File: config.mk
export PLATFORM = sky130hd
export DESIGN_NAME = sync_frame_receiver_byte_swap
export DESIGN_NICKNAME = d
export VERILOG_FILES = /design/src/sfrbs_pkg.sv /design/src/sfrbs_ram.sv /design/src/sfrbs_rx_ctrl.sv /design/src/sfrbs_emitter.sv /design/src/sync_frame_receiver_byte_swap.sv
export SDC_FILE = /design/constraint.sdc
export NUM_CORES = 1
export LEC_CHECK = 0
export ABC_AREA = 1
export BUFFER_PORTS_ARGS = -buffer_cell sky130_fd_sc_hd__buf_2
export CAP_MARGIN = 20
export CORE_MARGIN = 5
export CORE_UTILIZATION = 60
export CTS_CLUSTER_SIZE = 12
export DETAILED_ROUTE_END_ITERATION = 7
export PLACE_DENSITY = 0.77
export SYNTH_ARGS = -nofsm -noshare
export SYNTH_HDL_FRONTEND = slang
export SYNTH_HIERARCHICAL = 1
export SYNTH_SLANG_ARGS = --single-unit
File: constraint.sdc
create_clock -name clk_i -period 4.25 [get_ports clk_i]
set_input_delay 0.425 -clock clk_i [delete_from_list [all_inputs] [get_ports clk_i]]
set_output_delay 0.425 -clock clk_i [all_outputs]
set_load 0.1 [all_outputs]
File: src/sfrbs_pkg.sv
// ----------------------------------------------------------------------------
// sfrbs_pkg: shared types and constants of the sync frame receiver
// Frame geometry, sync bytes, state types and the frame store write port.
// ----------------------------------------------------------------------------
`timescale 1ns / 1ps

package sfrbs_pkg;

  localparam int FRAME_BYTES = 68;
  localparam int LANES       = 4;
  localparam int GROUPS      = FRAME_BYTES / LANES;
  localparam int POS_W       = 7;
  localparam int GRP_W       = 5;
  localparam int LANE_W      = 2;
  localparam int BYTE_W      = 8;
  localparam int TDATA_W     = 40;

  localparam logic [BYTE_W-1:0] SYNC_FIRST  = 8'h55;
  localparam logic [BYTE_W-1:0] SYNC_SECOND = 8'hAA;
  localparam logic [POS_W-1:0]  LAST_POS    = POS_W'(FRAME_BYTES - 1);
  localparam logic [GRP_W-1:0]  LAST_GRP    = GRP_W'(GROUPS - 1);
  // Groups from this index upward swap within 16-bit halves, like group 0.
  localparam logic [GRP_W-1:0]  HALF_FROM   = GRP_W'((FRAME_BYTES - 8) / LANES);

  typedef enum logic {
    RX_HUNT,
    RX_FRAME
  } rx_state_e;

  typedef enum logic {
    EM_IDLE,
    EM_RUN
  } em_state_e;

  typedef struct packed {
    logic                  we;
    logic [LANE_W-1:0]     lane;
    logic [GRP_W-1:0]      addr;
    logic [BYTE_W-1:0]     data;
  } wr_t;

endpackage

File: src/sfrbs_ram.sv
// ----------------------------------------------------------------------------
// sfrbs_ram: simple dual-port synchronous RAM
// One write port and one read port with registered read data.
// ----------------------------------------------------------------------------
`timescale 1ns / 1ps

module sfrbs_ram #(
  parameter int DATA_W = 8,
  parameter int DEPTH  = 17,
  parameter int ADDR_W = $clog2(DEPTH)
) (
  input  logic              clk_i,
  input  logic              we_i,
  input  logic [ADDR_W-1:0] waddr_i,
  input  logic [DATA_W-1:0] wdata_i,
  input  logic [ADDR_W-1:0] raddr_i,
  output logic [DATA_W-1:0] rdata_o
);

  logic [DATA_W-1:0] mem [DEPTH];

  always_ff @(posedge clk_i) begin
    if (we_i) begin
      mem[waddr_i] <= wdata_i;
    end
  end

  always_ff @(posedge clk_i) begin
    rdata_o <= mem[raddr_i];
  end

endmodule

File: src/sfrbs_rx_ctrl.sv
// ----------------------------------------------------------------------------
// sfrbs_rx_ctrl: sync hunt and frame fill
// Hunts for the sync pair, writes each frame byte into the store and flags
// the completion of a frame.
// ----------------------------------------------------------------------------
`timescale 1ns / 1ps

module sfrbs_rx_ctrl (
  input  logic                            clk_i,
  input  logic                            rst_ni,
  input  logic                            s_axis_tvalid,
  output logic                            s_axis_tready,
  input  logic [sfrbs_pkg::BYTE_W-1:0]    rx_byte_i,
  input  logic                            line_error_i,
  input  logic                            busy_i,
  output sfrbs_pkg::wr_t                  wr_o,
  output logic                            start_o
);

  sfrbs_pkg::rx_state_e             state_q, state_d;
  logic                             header_q, header_d;
  logic [sfrbs_pkg::POS_W-1:0]      pos_q, pos_d;
  logic [sfrbs_pkg::POS_W-1:0]      pos_inc;
  logic                             accept;

  assign s_axis_tready = !busy_i;
  assign accept        = s_axis_tvalid && s_axis_tready;
  assign pos_inc       = sfrbs_pkg::POS_W'(pos_q + 1'b1);

  // Next state.
  always_comb begin
    state_d  = state_q;
    header_d = header_q;
    pos_d    = pos_q;
    if (accept) begin
      if (line_error_i) begin
        state_d = sfrbs_pkg::RX_HUNT;
        pos_d   = '0;
      end else begin
        case (state_q)
          sfrbs_pkg::RX_HUNT: begin
            if (rx_byte_i == sfrbs_pkg::SYNC_FIRST) begin
              header_d = 1'b1;
              pos_d    = '0;
            end else if (rx_byte_i == sfrbs_pkg::SYNC_SECOND && header_q) begin
              state_d = sfrbs_pkg::RX_FRAME;
              pos_d   = pos_inc;
            end
          end
          sfrbs_pkg::RX_FRAME: begin
            if (pos_inc == sfrbs_pkg::LAST_POS) begin
              state_d  = sfrbs_pkg::RX_HUNT;
              header_d = 1'b0;
              pos_d    = '0;
            end else begin
              pos_d = pos_inc;
            end
          end
          default: begin
            state_d = sfrbs_pkg::RX_HUNT;
          end
        endcase
      end
    end
  end

  // Store writes and frame completion.
  always_comb begin
    wr_o      = '0;
    start_o   = 1'b0;
    if (accept) begin
      if (line_error_i) begin
        // Offset 0 reads as zero until the next first sync byte.
        wr_o.we = 1'b1;
      end else begin
        case (state_q)
          sfrbs_pkg::RX_HUNT: begin
            if (rx_byte_i == sfrbs_pkg::SYNC_FIRST) begin
              wr_o.we   = 1'b1;
              wr_o.data = rx_byte_i;
            end else if (rx_byte_i == sfrbs_pkg::SYNC_SECOND && header_q) begin
              wr_o.we   = 1'b1;
              wr_o.lane = pos_inc[sfrbs_pkg::LANE_W-1:0];
              wr_o.addr = pos_inc[sfrbs_pkg::POS_W-1:sfrbs_pkg::LANE_W];
              wr_o.data = rx_byte_i;
            end
          end
          sfrbs_pkg::RX_FRAME: begin
            wr_o.we   = 1'b1;
            wr_o.lane = pos_inc[sfrbs_pkg::LANE_W-1:0];
            wr_o.addr = pos_inc[sfrbs_pkg::POS_W-1:sfrbs_pkg::LANE_W];
            wr_o.data = rx_byte_i;
            start_o   = (pos_inc == sfrbs_pkg::LAST_POS);
          end
          default: begin
            wr_o.we = 1'b0;
          end
        endcase
      end
    end
  end

  always_ff @(posedge clk_i or negedge rst_ni) begin
    if (!rst_ni) begin
      state_q  <= sfrbs_pkg::RX_HUNT;
      header_q <= 1'b0;
      pos_q    <= '0;
    end else begin
      state_q  <= state_d;
      header_q <= header_d;
      pos_q    <= pos_d;
    end
  end

endmodule

File: src/sfrbs_emitter.sv
// ----------------------------------------------------------------------------
// sfrbs_emitter: group readout with byte-order swap
// Reads the frame store one group at a time, swaps the bytes and holds the
// result in the output register until it is taken.
// ----------------------------------------------------------------------------
`timescale 1ns / 1ps

module sfrbs_emitter (
  input  logic                                            clk_i,
  input  logic                                            rst_ni,
  input  logic                                            start_i,
  output logic                                            busy_o,
  output logic [sfrbs_pkg::GRP_W-1:0]                     raddr_o,
  input  logic [sfrbs_pkg::LANES-1:0][sfrbs_pkg::BYTE_W-1:0] rdata_i,
  output logic                                            m_axis_tvalid,
  input  logic                                            m_axis_tready,
  output logic [sfrbs_pkg::TDATA_W-1:0]                   m_axis_tdata,
  output logic                                            m_axis_tlast
);

  sfrbs_pkg::em_state_e             state_q, state_d;
  logic [sfrbs_pkg::GRP_W-1:0]      grp_q, grp_d;
  logic [sfrbs_pkg::GRP_W-1:0]      pend_grp_q;
  logic                             pend_q;
  logic                             issue;
  logic                             valid_q;
  logic [sfrbs_pkg::TDATA_W-1:0]    data_q;
  logic                             last_q;
  logic                             halves;
  logic [sfrbs_pkg::LANES-1:0][sfrbs_pkg::BYTE_W-1:0] swapped;

  // A read goes out only when the output register is free by the time the
  // data returns, so at most one read is in flight.
  assign issue   = (state_q == sfrbs_pkg::EM_RUN) && !pend_q &&
                   (!valid_q || m_axis_tready);
  assign raddr_o = grp_q;

  // Next state.
  always_comb begin
    state_d = state_q;
    grp_d   = grp_q;
    case (state_q)
      sfrbs_pkg::EM_IDLE: begin
        if (start_i) begin
          state_d = sfrbs_pkg::EM_RUN;
          grp_d   = '0;
        end
      end
      sfrbs_pkg::EM_RUN: begin
        if (issue) begin
          grp_d = sfrbs_pkg::GRP_W'(grp_q + 1'b1);
          if (grp_q == sfrbs_pkg::LAST_GRP) begin
            state_d = sfrbs_pkg::EM_IDLE;
            grp_d   = '0;
          end
        end
      end
      default: begin
        state_d = sfrbs_pkg::EM_IDLE;
      end
    endcase
  end

  // Outputs of the sequencer.
  always_comb begin
    case (state_q)
      sfrbs_pkg::EM_RUN: busy_o = 1'b1;
      default:           busy_o = 1'b0;
    endcase
  end

  assign halves = (pend_grp_q == '0) || (pend_grp_q >= sfrbs_pkg::HALF_FROM);

  always_comb begin
    if (halves) begin
      swapped[0] = rdata_i[1];
      swapped[1] = rdata_i[0];
      swapped[2] = rdata_i[3];
      swapped[3] = rdata_i[2];
    end else begin
      swapped[0] = rdata_i[3];
      swapped[1] = rdata_i[2];
      swapped[2] = rdata_i[1];
      swapped[3] = rdata_i[0];
    end
  end

  always_ff @(posedge clk_i or negedge rst_ni) begin
    if (!rst_ni) begin
      state_q <= sfrbs_pkg::EM_IDLE;
      grp_q   <= '0;
      pend_q  <= 1'b0;
      valid_q <= 1'b0;
    end else begin
      state_q <= state_d;
      grp_q   <= grp_d;
      pend_q  <= issue;
      if (pend_q) begin
        valid_q <= 1'b1;
      end else if (m_axis_tready) begin
        valid_q <= 1'b0;
      end
    end
  end

  always_ff @(posedge clk_i) begin
    if (issue) begin
      pend_grp_q <= grp_q;
    end
    if (pend_q) begin
      data_q <= {3'b000, swapped[3], swapped[2], swapped[1], swapped[0], pend_grp_q};
      last_q <= (pend_grp_q == sfrbs_pkg::LAST_GRP);
    end
  end

  assign m_axis_tvalid = valid_q;
  assign m_axis_tdata  = data_q;
  assign m_axis_tlast  = last_q;

endmodule

File: src/sync_frame_receiver_byte_swap.sv
// ----------------------------------------------------------------------------
// sync_frame_receiver_byte_swap: sync-word frame receiver with byte swap
// Collects 68-byte frames that open with a 0x55 0xAA sync pair and emits
// them as 17 byte-swapped four-byte groups.
// ----------------------------------------------------------------------------
// Usage:
// The slave channel takes one serial byte per item in tdata, with the line
// error flag in tuser. An item with the flag set aborts a frame under way
// and writes zero to offset 0 of the frame store; the header latch survives
// it, so a following 0xAA can reopen a frame.
// Bytes are written into a frame store of four byte lanes (17 words each),
// one byte a cycle, so a byte item is taken every cycle while a frame fills.
// The byte that completes the frame starts the readout: each of the 17
// groups is one read of all four lanes at once, registered in the RAM,
// then a load into the output register. A new read goes out only once the
// previous one has been loaded, so at most one group read is in flight.
// The slave side is held off (tready low) while groups are still being
// read; the last group may wait in the output register while new bytes
// are already taken. A stall on the master side simply holds the readout.
// Reset clears the hunt state, the header latch, the byte position and the
// readout sequencer; the frame store needs no clearing, since every offset
// is written before a frame completes.
// ----------------------------------------------------------------------------
`timescale 1ns / 1ps

module sync_frame_receiver_byte_swap (
  input  logic        clk_i,
  input  logic        rst_ni,
  input  logic        s_axis_tvalid,
  output logic        s_axis_tready,
  input  logic [7:0]  s_axis_tdata,   // [7:0] rx_byte
  input  logic        s_axis_tuser,   // [0] line_error
  output logic        m_axis_tvalid,
  input  logic        m_axis_tready,
  output logic [39:0] m_axis_tdata,   // [4:0] group_index, [12:5] out_byte0,
                                      // [20:13] out_byte1, [28:21] out_byte2,
                                      // [36:29] out_byte3, [39:37] zero
  output logic        m_axis_tlast    // frame_last
);

  sfrbs_pkg::wr_t                                       wr;
  logic                                                 start;
  logic                                                 busy;
  logic [sfrbs_pkg::GRP_W-1:0]                          raddr;
  logic [sfrbs_pkg::LANES-1:0][sfrbs_pkg::BYTE_W-1:0]   rdata;

  sfrbs_rx_ctrl u_rx_ctrl (
    .clk_i         (clk_i),
    .rst_ni        (rst_ni),
    .s_axis_tvalid (s_axis_tvalid),
    .s_axis_tready (s_axis_tready),
    .rx_byte_i     (s_axis_tdata),
    .line_error_i  (s_axis_tuser),
    .busy_i        (busy),
    .wr_o          (wr),
    .start_o       (start)
  );

  // One RAM per byte lane; a frame byte at offset p goes to lane p mod 4,
  // word p div 4, so a whole group is read in one access.
  for (genvar l = 0; l < sfrbs_pkg::LANES; l++) begin : g_lane
    sfrbs_ram #(
      .DATA_W (sfrbs_pkg::BYTE_W),
      .DEPTH  (sfrbs_pkg::GROUPS),
      .ADDR_W (sfrbs_pkg::GRP_W)
    ) u_ram (
      .clk_i   (clk_i),
      .we_i    (wr.we && (wr.lane == sfrbs_pkg::LANE_W'(l))),
      .waddr_i (wr.addr),
      .wdata_i (wr.data),
      .raddr_i (raddr),
      .rdata_o (rdata[l])
    );
  end

  sfrbs_emitter u_emitter (
    .clk_i         (clk_i),
    .rst_ni        (rst_ni),
    .start_i       (start),
    .busy_o        (busy),
    .raddr_o       (raddr),
    .rdata_i       (rdata),
    .m_axis_tvalid (m_axis_tvalid),
    .m_axis_tready (m_axis_tready),
    .m_axis_tdata  (m_axis_tdata),
    .m_axis_tlast  (m_axis_tlast)
  );

endmodule

==> flow_summary.yaml <==
run_status:
  result_of_the_run: "finished, final reports clean"
cells_and_area:
  most-common-layout-cells: "838 x nand2_1, 587 x edfxtp_1, 423 x nand3_1"
  layout-drive-gt1-share_pct: 10.9
  area_growth_pct: 8.63
  most_common_cell_after_layout_fill_and_taps_aside: "nand2_1"
  postLayoutCoreUtil_pct: 65.6
  num-fill-cells: 3122
  design.final.nets: 2382
grt:
  grt_pass1_wl_mm: 97.7
  antenna_found_initial: 1
  grt-ovfl-total: 0
  first_global_vias: 17100
  gr-usage-all-layers_pct: 26.7
  grt_max_degree: 84
clocking:
  worst_skew_pair.late_latency_ps: 590
  cts.sink_count: 636
  htree_num_levels: 3
  clock_tree.buffer_depth: 3
  cts-buffers-inserted: 66
  clockRootBuffer: "clkbuf_16"
  cts_tree: "built"
  clk_pin_slew_ps: 60
  postCtsResizedCells: 0
  cts_setup_buffers: 0
drt:
  routed_wire_length_per_instance_um: 21.4
  detail_route.drc_violations: 0
  routed_via_density: 5.90
  first_pass_iteration_count_of_the_detailed_router: 6
  drt_iter0_markers: 2692
  vias: 17700
  route.antenna.remaining_nets: 0
  drt-total-wl_mm: 64.2
synthesis:
  synth_compound_gate_area_share_pct: 0.202
  seq_area_frac_synth_pct: 70.3
  synth_top_family_by_area: "simple AND/OR/NAND/NOR gates"
  synth_top_flop_cell: "edfxtp_1"
  cell_area_after_synthesis_um2: 26600
  yosys.area_share.adder_pct: 0.188
  synth_simple_gate_area_share_pct: 24.3
  synth.area.mux_share_pct: 0
  synth.lib_cells_used.distinct: 34
  synth.avg_cell_area_um2: 11.4
  synth_xor_xnor_area_share_pct: 0.0612
  synth-edff-count: 587
  synthArstFlopShare_pct: 2.67
  ys.warnings.count: 6
  number_of_flip_flops_and_latches_in_the_synthesized_netlist: 636
  instance_count_of_the_mapped_netlist: 2330
placed_design:
  dpl.hpwl_mm: 37.9
  place.port_buffers: 52
  gp_congestion: 0.909
sta:
  pins_over_their_slew_limit: 0
  setup_tns_ps: 0
  timing.clock.skew_ps: 21.9
  slew_headroom_pct: 29.4
  min_period_over_period_pct: 83.1
  fmaxAchievable_mhz: 283
  post-route-min-period_ps: 3530
  hold_violations: 0
  timing.final.setup_violations: 0
  rsz0062_at_grt: "no"
  tightest_slew_ps: 1060
floorplanning:
  io_pins: 56
  die_x_um: 220
  floorplan.initialDensity_pct: 60.4
  die_area_um2: 48600
  design.core.area_um2: 44000
  std_cell_rows: 77
  floorplan.die.height_um: 220
critical_path:
  worstPathRequired_ps: 4470
  startpoint_to_endpoint_class_of_the_critical_path: "reg -> reg"
  type_of_element_launching_the_critical_path: "flop"
  critical_path.endpoint_type: "flop"
  worst_path_fanout_max: 15
  cp.arrival_ps: 3750
hold_path:
  min_path_type: "in -> reg"
power_and_ir_drop:
  ir_drop_v: 0.000883
  power.leakage_nw: 11.1
  power_density_over_the_cells_nw_per_um2: 684
flow_run:
  max-cap-violations: 0
## path summary, 6_finish.rpt
path	startpoint	end	slack, ps	cells past startpoint
max in group asynchronous	rst_ni	u_emitter/raddr_o[0]	3620	2
hold / removal	m_axis_tready	u_emitter/m_axis_tvalid	140	4
min in group asynchronous	rst_ni	u_rx_ctrl/header_q	310	2
hold reg to reg	g_lane[1].u_ram/mem[16][1]	g_lane[1].u_ram/rdata_o[1]	440	2
setup reg to reg	u_emitter/state_q	g_lane[2].u_ram/mem[7][0]	720	9
setup / recovery	u_emitter/state_q	g_lane[2].u_ram/mem[7][0]	720	9
## synthesized netlist by cell type, drive strengths merged, types with 3 or more instances
| cell type | count | share of area, % |
|---|---|---|
| edfxtp | 587 | 66 |
| inv | 72 | 1.0 |
| dfrtp | 17 | 1.6 |
| dfxtp | 32 | 2.4 |
| clkbuf | 15 | 0.57 |
| o21ai | 6 | 0.11 |
| ha | 4 | 0.19 |
| buf | 103 | 3.3 |
| nor2 | 113 | 1.6 |
| nor4 | 4 | 0.094 |
| nand2 | 905 | 13 |
| nand4 | 38 | 0.97 |
| o22ai | 3 | 0.071 |
| nand3 | 425 | 8.1 |
## registers in the layout, indices dropped and copies added, names as in the netlist
name,cells
g_lane.u_ram/rdata_o,32
u_emitter/m_axis_tlast,1
u_rx_ctrl/state_q,1
u_emitter/pend_grp_q,5
u_emitter/m_axis_tdata,37
u_emitter/m_axis_tvalid,1
u_emitter/raddr_o,5
u_rx_ctrl/header_q,1
u_rx_ctrl/pos_q,7
u_emitter/state_q,1
u_emitter/pend_q,1
g_lane.u_ram/mem,544
## where the power goes
| part | switching (W) | internal (W) | leakage [nW] |
|---|---|---|---|
| logic | 0.00513 | 0.00151 | 4.17 |
| clock network | 0.00220 | 0.00315 | 0.969 |
| registers | 0.000464 | 0.00729 | 5.94 |
## critical path, cell delays in order (launching register included)
cell and delay [ps]:
dfrtp_1 410, inv_1 80, nand2_1 90, nor2_1 240, nand2_1 490, nor2_1 370, inv_1 100, nor2_1 350
nand3_1 390, nor2_1 660
## metrics by stage
step / setup WS (ps) / power, W / area (um^2) / std cells / hold slack, ps
final: 718 / 0.0197 / 28900 / 3003 / 139
after detailed placement: 764 / 0.0143 / 26800 / 2887 / 371
after global routing: 562 / 0.0207 / 28900 / 3002 / 147
after floorplan: 369 / 0.0132 / 26600 / 2332 / 129
after global placement: 860 / 0.0142 / 26800 / 2887 / 365
after CTS: 829 / 0.0197 / 28900 / 3001 / 109
## final cells by class
| type | instances | area (um^2) | area share, % |
|---|---|---|---|
| Sequential cell | 636 | 18700 | 64.8 |
| Multi-Input combinational cell | 1505 | 6640 | 23.0 |
| Clock buffer | 104 | 1920 | 6.65 |
| Antenna cell | 1 | 2.50 | 0.00867 |
| Tap cell | 592 | 741 | 2.57 |
| Timing Repair Buffer | 83 | 520 | 1.80 |
| Clock inverter | 9 | 75.1 | 0.260 |
| Inverter | 73 | 274 | 0.949 |
## what timing repair did
item,4_1_cts,5_1_grt
hold endpoints to repair,17,0
hold buffers,1,0
endpoints found under the setup margin,0,0
## cell families after synthesis
group / Yosys count
adder cells (fa/ha/maj): 4
AND/OR/NAND/NOR: 1487
other: 1
XOR/XNOR: 1
AO/OA/AOI/OAI: 10
buffers and inverters: 191
flip-flops: 636
## layer usage
metal | global-route usage, % | up-vias | routed length [um]
met5 | 0 | - | 0
li1 | - | 8062 | -
met2 | 41.8 | 1093 | 29600
met1 | 38.7 | 8422 | 25600
met3 | 5.16 | 127 | 7500
met4 | 8.18 | 0 | 1620
No activity file was read; power rests on OpenSTA's default activity.
